`config.mk`:
```
export PLATFORM = sky130hd
export DESIGN_NAME = quantized_int8_dot_product_requant
export DESIGN_NICKNAME = d
export VERILOG_FILES = /design/src/hw/rtl/qdp_pkg.sv /design/src/hw/rtl/qdp_fifo.sv /design/src/hw/rtl/qdp_front.sv /design/src/hw/rtl/qdp_back.sv /design/src/hw/rtl/quantized_int8_dot_product_requant.sv
export SDC_FILE = /design/constraint.sdc
export NUM_CORES = 2
export LEC_CHECK = 0
export CORE_ASPECT_RATIO = 0.5
export CORE_MARGIN = 4
export CORE_UTILIZATION = 50
export DETAILED_ROUTE_END_ITERATION = 12
export DONT_BUFFER_PORTS = 1
export GPL_ROUTABILITY_DRIVEN = 0
export MAX_ROUTING_LAYER = met4
export SLEW_MARGIN = 15
export SYNTH_ARGS = -nofsm -noshare
export SYNTH_HDL_FRONTEND = slang
export SYNTH_SLANG_ARGS = --single-unit
export TNS_END_PERCENT = 20
```
`constraint.sdc`:
```
create_clock -name clk -period 22.8 [get_ports clk]
set_input_delay 3.42 -clock clk [delete_from_list [all_inputs] [get_ports clk]]
set_output_delay 3.42 -clock clk [all_outputs]
set_load 0.01 [all_outputs]
```
`src/hw/rtl/qdp_pkg.sv`:
```
// Shared types and constants of the quantized dot product block.
`default_nettype none

package qdp_pkg;

	// Accumulator width and its saturation limits.
	localparam int ACC_W = 40;
	localparam logic signed [ACC_W-1:0] ACC_MAX = {1'b0, {(ACC_W-1){1'b1}}};
	localparam logic signed [ACC_W-1:0] ACC_MIN = {1'b1, {(ACC_W-1){1'b0}}};

	// Largest magnitude kept after scaling; anything above clamps anyway.
	localparam int BIG_MAG = 4096;

	// Output clamp limits.
	localparam logic signed [15:0] Y_SMIN = -16'sd128;
	localparam logic signed [15:0] Y_SMAX = 16'sd127;
	localparam logic signed [15:0] Y_UMIN = 16'sd0;
	localparam logic signed [15:0] Y_UMAX = 16'sd255;

	// Default depth of the queue between front and back.
	localparam int Q_DEPTH = 4;

	// Configuration port.
	localparam int CFG_IDX_W  = 4;
	localparam int CFG_DATA_W = 32;

	localparam logic [CFG_IDX_W-1:0] REG_A_ZP    = 4'd0;
	localparam logic [CFG_IDX_W-1:0] REG_B_ZP    = 4'd1;
	localparam logic [CFG_IDX_W-1:0] REG_Y_ZP    = 4'd2;
	localparam logic [CFG_IDX_W-1:0] REG_A_SGN   = 4'd3;
	localparam logic [CFG_IDX_W-1:0] REG_B_SGN   = 4'd4;
	localparam logic [CFG_IDX_W-1:0] REG_Y_SGN   = 4'd5;
	localparam logic [CFG_IDX_W-1:0] REG_MULT    = 4'd6;
	localparam logic [CFG_IDX_W-1:0] REG_SHIFT   = 4'd7;

	// Configuration register file contents.
	typedef struct packed {
		logic signed [8:0] a_zero_point;
		logic signed [8:0] b_zero_point;
		logic signed [8:0] y_zero_point;
		logic              a_is_signed;
		logic              b_is_signed;
		logic              y_is_signed;
		logic [31:0]       scale_multiplier;
		logic [5:0]        scale_shift;
	} cfg_t;

	// Queue room status seen by the front.
	typedef struct packed {
		logic free1;
		logic free2;
	} qstat_t;

endpackage

`default_nettype wire

```
`src/hw/rtl/qdp_fifo.sv`:
```
// Short queue of finished accumulator sums between front and back.
`default_nettype none

module qdp_fifo #(
	parameter int DEPTH = qdp_pkg::Q_DEPTH
) (
	input  logic                       clk,
	input  logic                       arst_n,
	input  logic                       push,
	input  logic [qdp_pkg::ACC_W-1:0]  push_data,
	input  logic                       pop,
	output logic [qdp_pkg::ACC_W-1:0]  pop_data,
	output logic                       empty,
	output qdp_pkg::qstat_t            stat
);
	import qdp_pkg::*;

	localparam int PW = (DEPTH > 1) ? $clog2(DEPTH) : 1;
	localparam int CW = $clog2(DEPTH + 1);

	logic [ACC_W-1:0] mem_q [DEPTH];
	logic [PW-1:0]    wr_ptr_q;
	logic [PW-1:0]    rd_ptr_q;
	logic [CW-1:0]    count_q;

	// Entry storage, written at the write pointer.
	always_ff @(posedge clk) begin
		if (push) begin
			mem_q[wr_ptr_q] <= push_data;
		end
	end

	// Pointers and fill count.
	always_ff @(posedge clk or negedge arst_n) begin
		if (!arst_n) begin
			wr_ptr_q <= '0;
			rd_ptr_q <= '0;
			count_q  <= '0;
		end else begin
			if (push) begin
				wr_ptr_q <= (wr_ptr_q == PW'(DEPTH - 1)) ? '0 : wr_ptr_q + PW'(1);
			end
			if (pop) begin
				rd_ptr_q <= (rd_ptr_q == PW'(DEPTH - 1)) ? '0 : rd_ptr_q + PW'(1);
			end
			if (push && !pop) begin
				count_q <= count_q + CW'(1);
			end else if (pop && !push) begin
				count_q <= count_q - CW'(1);
			end
		end
	end

	assign pop_data   = mem_q[rd_ptr_q];
	assign empty      = (count_q == '0);
	assign stat.free1 = (32'(count_q) + 1 <= DEPTH);
	assign stat.free2 = (32'(count_q) + 2 <= DEPTH);

endmodule

`default_nettype wire

```
`src/hw/rtl/qdp_front.sv`:
```
// Front end: accepts term requests, multiplies and accumulates with saturation.
`default_nettype none

module qdp_front (
	input  logic                       clk,
	input  logic                       arst_n,
	input  qdp_pkg::cfg_t              cfg,
	input  qdp_pkg::qstat_t            qstat,
	input  logic                       in_valid,
	output logic                       in_ready,
	input  logic [7:0]                 a_byte,
	input  logic [7:0]                 b_byte,
	input  logic                       last_term,
	output logic                       push,
	output logic [qdp_pkg::ACC_W-1:0]  push_data
);
	import qdp_pkg::*;

	logic signed [8:0]       ax;
	logic signed [8:0]       bx;
	logic signed [9:0]       av;
	logic signed [9:0]       bv;
	logic signed [19:0]      prod;
	logic                    accept;
	logic                    vld_s1;
	logic                    last_s1;
	logic signed [19:0]      prod_s1;
	logic signed [ACC_W-1:0] acc_q;
	logic signed [ACC_W:0]   sum;
	logic signed [ACC_W-1:0] sat;

	// Operand decode: widen each byte by its signedness, then remove the zero point.
	assign ax   = {cfg.a_is_signed & a_byte[7], a_byte};
	assign bx   = {cfg.b_is_signed & b_byte[7], b_byte};
	assign av   = {ax[8], ax} - {cfg.a_zero_point[8], cfg.a_zero_point};
	assign bv   = {bx[8], bx} - {cfg.b_zero_point[8], cfg.b_zero_point};
	assign prod = av * bv;

	// A sum is pushed to the queue in the cycle after its last term is taken, so keep room for it.
	assign in_ready = last_s1 ? qstat.free2 : qstat.free1;
	assign accept   = in_valid & in_ready;

	// Product stage.
	always_ff @(posedge clk or negedge arst_n) begin
		if (!arst_n) begin
			vld_s1  <= 1'b0;
			last_s1 <= 1'b0;
		end else begin
			vld_s1  <= accept;
			last_s1 <= accept & last_term;
		end
	end

	always_ff @(posedge clk) begin
		if (accept) begin
			prod_s1 <= prod;
		end
	end

	// Accumulate stage with saturation at the 40-bit limits.
	assign sum = {acc_q[ACC_W-1], acc_q} + {{(ACC_W + 1 - 20){prod_s1[19]}}, prod_s1};

	always_comb begin
		if (sum[ACC_W] != sum[ACC_W-1]) begin
			sat = sum[ACC_W] ? ACC_MIN : ACC_MAX;
		end else begin
			sat = sum[ACC_W-1:0];
		end
	end

	always_ff @(posedge clk or negedge arst_n) begin
		if (!arst_n) begin
			acc_q <= '0;
		end else if (vld_s1) begin
			acc_q <= last_s1 ? '0 : sat;
		end
	end

	assign push      = vld_s1 & last_s1;
	assign push_data = sat;

endmodule

`default_nettype wire

```
`src/hw/rtl/qdp_back.sv`:
```
// Back end: scales a finished sum, rounds half to even, offsets and clamps.
`default_nettype none

module qdp_back (
	input  logic                       clk,
	input  logic                       arst_n,
	input  qdp_pkg::cfg_t              cfg,
	input  logic                       q_empty,
	input  logic [qdp_pkg::ACC_W-1:0]  q_data,
	output logic                       q_pop,
	output logic                       out_valid,
	input  logic                       out_ready,
	output logic [7:0]                 y_byte
);
	import qdp_pkg::*;

	localparam logic [2:0] ST_IDLE  = 3'd0;
	localparam logic [2:0] ST_LO    = 3'd1;
	localparam logic [2:0] ST_HI    = 3'd2;
	localparam logic [2:0] ST_SUM   = 3'd3;
	localparam logic [2:0] ST_SHIFT = 3'd4;
	localparam logic [2:0] ST_OUT   = 3'd5;

	logic [2:0]        state_q;
	logic              neg_q;
	logic [ACC_W-1:0]  mag_q;
	logic [63:0]       plo_q;
	logic [39:0]       phi_q;
	logic [71:0]       full_q;
	logic [71:0]       q_q;
	logic              inc_q;
	logic              out_valid_q;
	logic [7:0]        y_q;

	logic [71:0]       shifted;
	logic [5:0]        sm1;
	logic [71:0]       lowmask;
	logic              rbit;
	logic              sticky;
	logic              inc;
	logic [13:0]       qi;
	logic              big;
	logic [12:0]       mag13;
	logic signed [15:0] mag16;
	logic signed [15:0] ys;
	logic signed [15:0] y;
	logic signed [15:0] lo_lim;
	logic signed [15:0] hi_lim;
	logic signed [15:0] yc;
	logic              load;

	// Round half to even: the round bit, the bits below it, and the kept LSB.
	assign shifted = full_q >> cfg.scale_shift;
	assign sm1     = cfg.scale_shift - 6'd1;
	assign lowmask = (72'd1 << sm1) - 72'd1;
	assign rbit    = full_q[7'(sm1)];
	assign sticky  = |(full_q & lowmask);
	assign inc     = (cfg.scale_shift != 6'd0) & rbit & (sticky | shifted[0]);

	// Cap the magnitude, restore the sign, add the output zero point and clamp.
	assign qi     = {1'b0, q_q[12:0]} + 14'(inc_q);
	assign big    = (|q_q[71:13]) | (qi > 14'(BIG_MAG));
	assign mag13  = big ? 13'(BIG_MAG) : qi[12:0];
	assign mag16  = {3'b000, mag13};
	assign ys     = neg_q ? -mag16 : mag16;
	assign y      = ys + {{7{cfg.y_zero_point[8]}}, cfg.y_zero_point};
	assign lo_lim = cfg.y_is_signed ? Y_SMIN : Y_UMIN;
	assign hi_lim = cfg.y_is_signed ? Y_SMAX : Y_UMAX;

	always_comb begin
		if (y < lo_lim) begin
			yc = lo_lim;
		end else if (y > hi_lim) begin
			yc = hi_lim;
		end else begin
			yc = y;
		end
	end

	assign q_pop = (state_q == ST_IDLE) && !q_empty;
	assign load  = (state_q == ST_OUT) && (!out_valid_q || out_ready);

	// Sequencer over the split multiply, the rounding shift and the output stage.
	always_ff @(posedge clk or negedge arst_n) begin
		if (!arst_n) begin
			state_q <= ST_IDLE;
		end else begin
			case (state_q)
				ST_IDLE: begin
					if (!q_empty) begin
						state_q <= ST_LO;
					end
				end
				ST_LO:    state_q <= ST_HI;
				ST_HI:    state_q <= ST_SUM;
				ST_SUM:   state_q <= ST_SHIFT;
				ST_SHIFT: state_q <= ST_OUT;
				ST_OUT: begin
					if (load) begin
						state_q <= ST_IDLE;
					end
				end
				default:  state_q <= ST_IDLE;
			endcase
		end
	end

	// Datapath registers, one partial product per cycle.
	always_ff @(posedge clk) begin
		case (state_q)
			ST_IDLE: begin
				neg_q <= q_data[ACC_W-1];
				mag_q <= q_data[ACC_W-1] ? (~q_data + ACC_W'(1)) : q_data;
			end
			ST_LO: begin
				plo_q <= 64'(mag_q[31:0]) * 64'(cfg.scale_multiplier);
			end
			ST_HI: begin
				phi_q <= 40'(mag_q[ACC_W-1:32]) * 40'(cfg.scale_multiplier);
			end
			ST_SUM: begin
				full_q <= {8'd0, plo_q} + {phi_q, 32'd0};
			end
			ST_SHIFT: begin
				q_q   <= shifted;
				inc_q <= inc;
			end
			default: begin
			end
		endcase
	end

	// Output register.
	always_ff @(posedge clk or negedge arst_n) begin
		if (!arst_n) begin
			out_valid_q <= 1'b0;
		end else if (load) begin
			out_valid_q <= 1'b1;
		end else if (out_ready) begin
			out_valid_q <= 1'b0;
		end
	end

	always_ff @(posedge clk) begin
		if (load) begin
			y_q <= yc[7:0];
		end
	end

	assign out_valid = out_valid_q;
	assign y_byte    = y_q;

endmodule

`default_nettype wire

```
`src/hw/rtl/quantized_int8_dot_product_requant.sv`:
```
// Quantized int8 dot product with requantization to one output byte.
//
// Input channel (in_valid/in_ready): one request per term, carrying a_byte,
// b_byte and last_term. Terms are taken one per cycle while the sum queue
// has room. The request that carries last_term closes the dot product.
// Output channel (out_valid/out_ready): one y_byte per closed dot product.
// Sums pass the product stage, queue, back end and output register. The back
// end takes one sum at a time: its 40 by 32 bit scale product is formed as
// two partial products in successive cycles, then added, rounded half to even,
// offset and clamped. Closed sums wait in a queue of DEPTH entries, so short
// dot products are taken at full rate until it fills.
// A stalled receiver holds the result in the output register; the back end
// then stops, the queue fills, and in_ready drops.
// Reset clears the accumulator, the queue, the output valid flag and all
// configuration registers. Configuration writes land at once and should be
// made only while the block is idle.
`default_nettype none

module quantized_int8_dot_product_requant #(
	parameter int DEPTH = qdp_pkg::Q_DEPTH
) (
	input  logic                            clk,
	input  logic                            arst_n,
	input  logic                            cfg_we,
	input  logic [qdp_pkg::CFG_IDX_W-1:0]   cfg_index,
	input  logic [qdp_pkg::CFG_DATA_W-1:0]  cfg_data,
	input  logic                            in_valid,
	output logic                            in_ready,
	input  logic [7:0]                      a_byte,
	input  logic [7:0]                      b_byte,
	input  logic                            last_term,
	output logic                            out_valid,
	input  logic                            out_ready,
	output logic [7:0]                      y_byte
);
	import qdp_pkg::*;

	cfg_t             cfg_q;
	qstat_t           qstat;
	logic             push;
	logic [ACC_W-1:0] push_data;
	logic             pop;
	logic [ACC_W-1:0] pop_data;
	logic             q_empty;

	// Configuration registers; unknown indexes are ignored.
	always_ff @(posedge clk or negedge arst_n) begin
		if (!arst_n) begin
			cfg_q <= '0;
		end else if (cfg_we) begin
			case (cfg_index)
				REG_A_ZP:  cfg_q.a_zero_point     <= cfg_data[8:0];
				REG_B_ZP:  cfg_q.b_zero_point     <= cfg_data[8:0];
				REG_Y_ZP:  cfg_q.y_zero_point     <= cfg_data[8:0];
				REG_A_SGN: cfg_q.a_is_signed      <= cfg_data[0];
				REG_B_SGN: cfg_q.b_is_signed      <= cfg_data[0];
				REG_Y_SGN: cfg_q.y_is_signed      <= cfg_data[0];
				REG_MULT:  cfg_q.scale_multiplier <= cfg_data[31:0];
				REG_SHIFT: cfg_q.scale_shift      <= cfg_data[5:0];
				default: begin
				end
			endcase
		end
	end

	qdp_front u_front (
		.clk       (clk),
		.arst_n    (arst_n),
		.cfg       (cfg_q),
		.qstat     (qstat),
		.in_valid  (in_valid),
		.in_ready  (in_ready),
		.a_byte    (a_byte),
		.b_byte    (b_byte),
		.last_term (last_term),
		.push      (push),
		.push_data (push_data)
	);

	qdp_fifo #(
		.DEPTH (DEPTH)
	) u_fifo (
		.clk       (clk),
		.arst_n    (arst_n),
		.push      (push),
		.push_data (push_data),
		.pop       (pop),
		.pop_data  (pop_data),
		.empty     (q_empty),
		.stat      (qstat)
	);

	qdp_back u_back (
		.clk       (clk),
		.arst_n    (arst_n),
		.cfg       (cfg_q),
		.q_empty   (q_empty),
		.q_data    (pop_data),
		.q_pop     (pop),
		.out_valid (out_valid),
		.out_ready (out_ready),
		.y_byte    (y_byte)
	);

endmodule

`default_nettype wire

```
==> results by group <==
Timing
  • Tightest Pin Transition: 1.143 ns
  • Final Cycle Share: 0.4368
  • Setup slack of the critical path after layout: 12.84 ns
  • Slew Viols, Final: 0
  • Maximum frequency from static timing analysis: 0.1004 GHz
  • Post-route minimum period: 9.959 ns
  • RSZ-0062 raised after global routing: false
  • Final sum of negative setup slack: 0 ns
  • Setup skew after layout: 0.03208 ns
  • Hold Fails Final Rpt: 0
  • Setup Viol. Count Final: 0
  • Relative max-transition margin: 0.2380

Global route
  • First-pass GRT wire length: 343.9 mm
  • Maximum number of pins on one net before global-route repair: 122
  • Initial antenna violation count: 17
  • Via count of the first global-routing pass: 57860
  • Global-route usage over all layers: 0.2787
  • Total grt overflow: 0

Worst setup path
  • Worst Path Max Fanout: 7
  • Required time of the worst setup path: 23.18 ns
  • Endpoint class of the critical path: flip-flop
  • WP data arrival: 10.34 ns
  • CP Class: primary input to flip-flop
  • Worst-case register-to-register setup slack: 13.28 ns
  • Worst R2R Start: cfg_q[16]$_DFFE_PN0P_
  • Startpoint type of the worst setup path: primary input
  • Capture point of the worst reg-to-reg path: u_back.plo_q[56]$_DFFE_PP_
  • Register-to-Register Path Depth: 24

Die
  • Overall die area: 164200 um2
  • Starting Density: 0.5058
  • Count of standard-cell rows: 102
  • # IOs: 68
  • Total core area: 155600 um2
  • Width of the die: 569.0 um
  • Die boundary height: 288.5 um

Logic synthesis
  • Async SR Flop Fraction: 0.2020
  • Number of distinct library cells after synthesis: 90
  • Synthesized net count: 9707
  • Top cells by count, synth: sky130_fd_sc_hd__inv_1, sky130_fd_sc_hd__fa_1, sky130_fd_sc_hd__nand2_1, sky130_fd_sc_hd__and2_1, sky130_fd_sc_hd__ha_1
  • Library cell with the highest instance count after synthesis: sky130_fd_sc_hd__inv_1
  • Ys Warns: 0
  • Dominant register cell in the synthesized netlist: sky130_fd_sc_hd__edfxtp_1
  • Mean post-synth cell area: 9.872 um2
  • Proportion of netlist area held by the largest area contributor: 0.2984
  • Syn Inst Count: 7970
  • Number of flops mapped to enable cells by yosys: 478
  • Summed instance area of the synthesized netlist: 78680 um2
  • Synth area leader: sky130_fd_sc_hd__fa_1
  • Number of storage elements in the synthesis netlist: 599
  • Top area cells in the synthesized netlist: sky130_fd_sc_hd__fa_1, sky130_fd_sc_hd__edfxtp_1, sky130_fd_sc_hd__ha_1
  • Sequential-to-total area share from yosys stat: 0.2209

Cells and area
  • Final Non-Filler Cells: 9912
  • Share of post-route cells with drive strength above 1: 0.06133
  • Filler cell count in the final layout: 14010
  • Area overhead of the layout relative to synthesis: 5.583%
  • Post-route standard cell area excluding fillers: 83080 um2
  • NumNets Final: 9494

Place
  • Area of placed instances: 80730 um2
  • Placed Cells incl. Taps: 9769
  • Count of buffers inserted at the top-level ports: 0
  • Pre-CTS worst setup slack: 12.18 ns
  • HPWL after DPL: 161.6 mm

Detailed routing
  • Total wire length after detailed routing: 216.3 mm
  • Routed wl met3: 18.63 mm
  • Detailed router's first-iteration violation count: 5007
  • Post-DRT Antenna Nets: 0
  • Via count of the routed design: 56420
  • Met1 wire length: 98.57 mm
  • Highest signal layer in the routed design: met4
  • Drt wl/cell: 21.82 um
  • Detailed-route DRC error count: 0
  • Avg Vias per Cell: 5.692
  • Met2 routed WL: 94.21 mm
  • First-pass iteration count of the detailed router: 6

CTS
  • Clock latency at the later pin of the worst-skew pair: 0.67 ns
  • Sinks on the clock net: 599
  • Number of H-tree branching levels: 3
  • Clock buffer depth: 3
  • Setup Buffers After CTS: 0
  • Clock transition time at the flip-flop clock pins of the worst setup and hold paths: 0.08 ns
  • Quantity of hold-fixing buffers added after cts: 0
  • Clock tree from TritonCTS: done
  • Clk root buf: sky130_fd_sc_hd__clkbuf_16
  • Number of gates given a new drive strength after cts: 0
  • Clock buffer count from CTS: 66

Flow run
  • Max Cap Violations: 0

Hold path
  • Endpoint of the worst hold-timing path: u_back.full_q[25]$_DFFE_PN_
  • Path type of the worst min-delay path: flip-flop to flip-flop
  • Count of cells along the worst hold path: 0
  • Hold path startpoint: u_back.plo_q[25]$_DFFE_PP_

Outcome
  • Outcome: finished clean
==> metal layers <==
layer,global-route usage,up-vias
met5,-,-
met4,0.05803,0
met3,0.04908,309
met2,0.4127,2139
met1,0.4043,28690
li1,-,25280
==> critical path, cell delays in order <==
cell                        delay [ns]
sky130_fd_sc_hd__inv_1            0.04
sky130_fd_sc_hd__ha_1             0.14
sky130_fd_sc_hd__inv_1            0.06
sky130_fd_sc_hd__fa_1             0.43
sky130_fd_sc_hd__a21o_1           0.20
sky130_fd_sc_hd__a21oi_1          0.30
sky130_fd_sc_hd__o21bai_1         0.10
sky130_fd_sc_hd__a21oi_1          0.25
sky130_fd_sc_hd__o21bai_1         0.10
sky130_fd_sc_hd__a21oi_1          0.27
sky130_fd_sc_hd__xnor2_1          0.34
sky130_fd_sc_hd__nand2_1          0.16
sky130_fd_sc_hd__fa_1             0.58
sky130_fd_sc_hd__fa_1             0.44
sky130_fd_sc_hd__fa_1             0.55
sky130_fd_sc_hd__inv_1            0.05
sky130_fd_sc_hd__fa_1             0.49
sky130_fd_sc_hd__fa_1             0.41
sky130_fd_sc_hd__ha_1             0.32
sky130_fd_sc_hd__nor2b_1          0.15
sky130_fd_sc_hd__o21a_1           0.18
sky130_fd_sc_hd__o31a_1           0.27
sky130_fd_sc_hd__o41ai_1          0.59
sky130_fd_sc_hd__o2111ai_1        0.21
sky130_fd_sc_hd__a21oi_1          0.20
sky130_fd_sc_hd__xnor2_1          0.09
==> stage by stage <==
| step | util | hold WS [ns] |
|---|---|---|
| CTS | 0.5337 | 0.3960 |
| global route | 0.5339 | 0.4045 |
| floorplan | - | 0.4003 |
| finish | 0.5340 | 0.3926 |
| detailed placement | 0.5189 | 0.4045 |
| global placement | 0.5189 | 0.4012 |
==> cell type report <==
type | count | area (um2) | share of cell area
Antenna cell | 22 | 55.05 | 0.0006627
Clock buffer | 80 | 1815 | 0.02185
Clock inverter | 41 | 473.0 | 0.005693
Inverter | 1243 | 4666 | 0.05616
Multi-Input combinational cell | 5728 | 55180 | 0.6642
Sequential cell | 599 | 17390 | 0.2094
Tap cell | 2080 | 2603 | 0.03133
Timing Repair Buffer | 119 | 893.4 | 0.01075
==> cells by family after synthesis <==
group	count (synthesis)	share of synthesized area
AO/OA/AOI/OAI	977	0.07948
XOR/XNOR	316	0.03517
adder cells (fa/ha/maj)	1694	0.3808
buffers and inverters	1643	0.07871
flip-flops	599	0.2209
multiplexers	273	0.05160
AND/OR/NAND/NOR	2468	0.1533
==> worst max-delay path by stage <==
stage               startpoint                            end  slack [ns]  depth (start not counted)
global placement     a_byte[0]  u_front.prod_s1[19]$_DFFE_PP_       12.25                         26
floorplan            a_byte[0]  u_front.prod_s1[19]$_DFFE_PP_       12.85                         26
detailed placement   a_byte[0]  u_front.prod_s1[19]$_DFFE_PP_       12.18                         26
global route         a_byte[0]  u_front.prod_s1[19]$_DFFE_PP_       12.36                         27
CTS                  a_byte[0]  u_front.prod_s1[19]$_DFFE_PP_       12.86                         26
finish               a_byte[0]  u_front.prod_s1[19]$_DFFE_PP_       12.84                         26
==> flip-flops by register name, indices dropped and copies added, names as in the netlist, 8 cells and up <==
signal / cells
u_back.q_q: 72
u_front.prod_s1: 20
u_front.acc_q: 40
u_back.phi_q: 40
u_back.full_q: 72
u_back.y_byte: 8
cfg_q: 68
u_fifo.mem_q: 160
u_back.plo_q: 64
u_back.mag_q: 40
==> cells in the final DEF (no fill, tap or decap), types with 17 or more instances in the layout <==
cell type                      n
sky130_fd_sc_hd__nor2_1      414
sky130_fd_sc_hd__or2_2        21
sky130_fd_sc_hd__xor2_1      101
sky130_fd_sc_hd__nor3_1       53
sky130_fd_sc_hd__nor4_1       23
sky130_fd_sc_hd__buf_4       119
sky130_fd_sc_hd__nand4_1      37
sky130_fd_sc_hd__o21ai_0     194
sky130_fd_sc_hd__and3_1       25
sky130_fd_sc_hd__o21a_1       34
sky130_fd_sc_hd__mux2i_1      85
sky130_fd_sc_hd__o2bb2ai_1    30
sky130_fd_sc_hd__o22ai_1      36
sky130_fd_sc_hd__mux2_2       91
sky130_fd_sc_hd__mux4_2       97
sky130_fd_sc_hd__nor2b_1      51
sky130_fd_sc_hd__a21o_1      101
sky130_fd_sc_hd__nand3_1      84
sky130_fd_sc_hd__ha_1        506
sky130_fd_sc_hd__or3_1        17
sky130_fd_sc_hd__inv_1      1239
sky130_fd_sc_hd__o21bai_1     34
sky130_fd_sc_hd__a21oi_1     300
sky130_fd_sc_hd__diode_2      22
sky130_fd_sc_hd__a211oi_1     40
sky130_fd_sc_hd__nand2_1     908
sky130_fd_sc_hd__and2_1      748
sky130_fd_sc_hd__dfrtp_1     113
sky130_fd_sc_hd__a31oi_1      36
sky130_fd_sc_hd__clkbuf_16    67
sky130_fd_sc_hd__xnor2_1     214
sky130_fd_sc_hd__edfxtp_1    478
sky130_fd_sc_hd__fa_1       1173
sky130_fd_sc_hd__o211ai_1     17
sky130_fd_sc_hd__nand2b_1     43
Power is left out: the tool's default activity adds up to more than one toggle a clock period on the data nets, which glitch-free logic cannot reach.
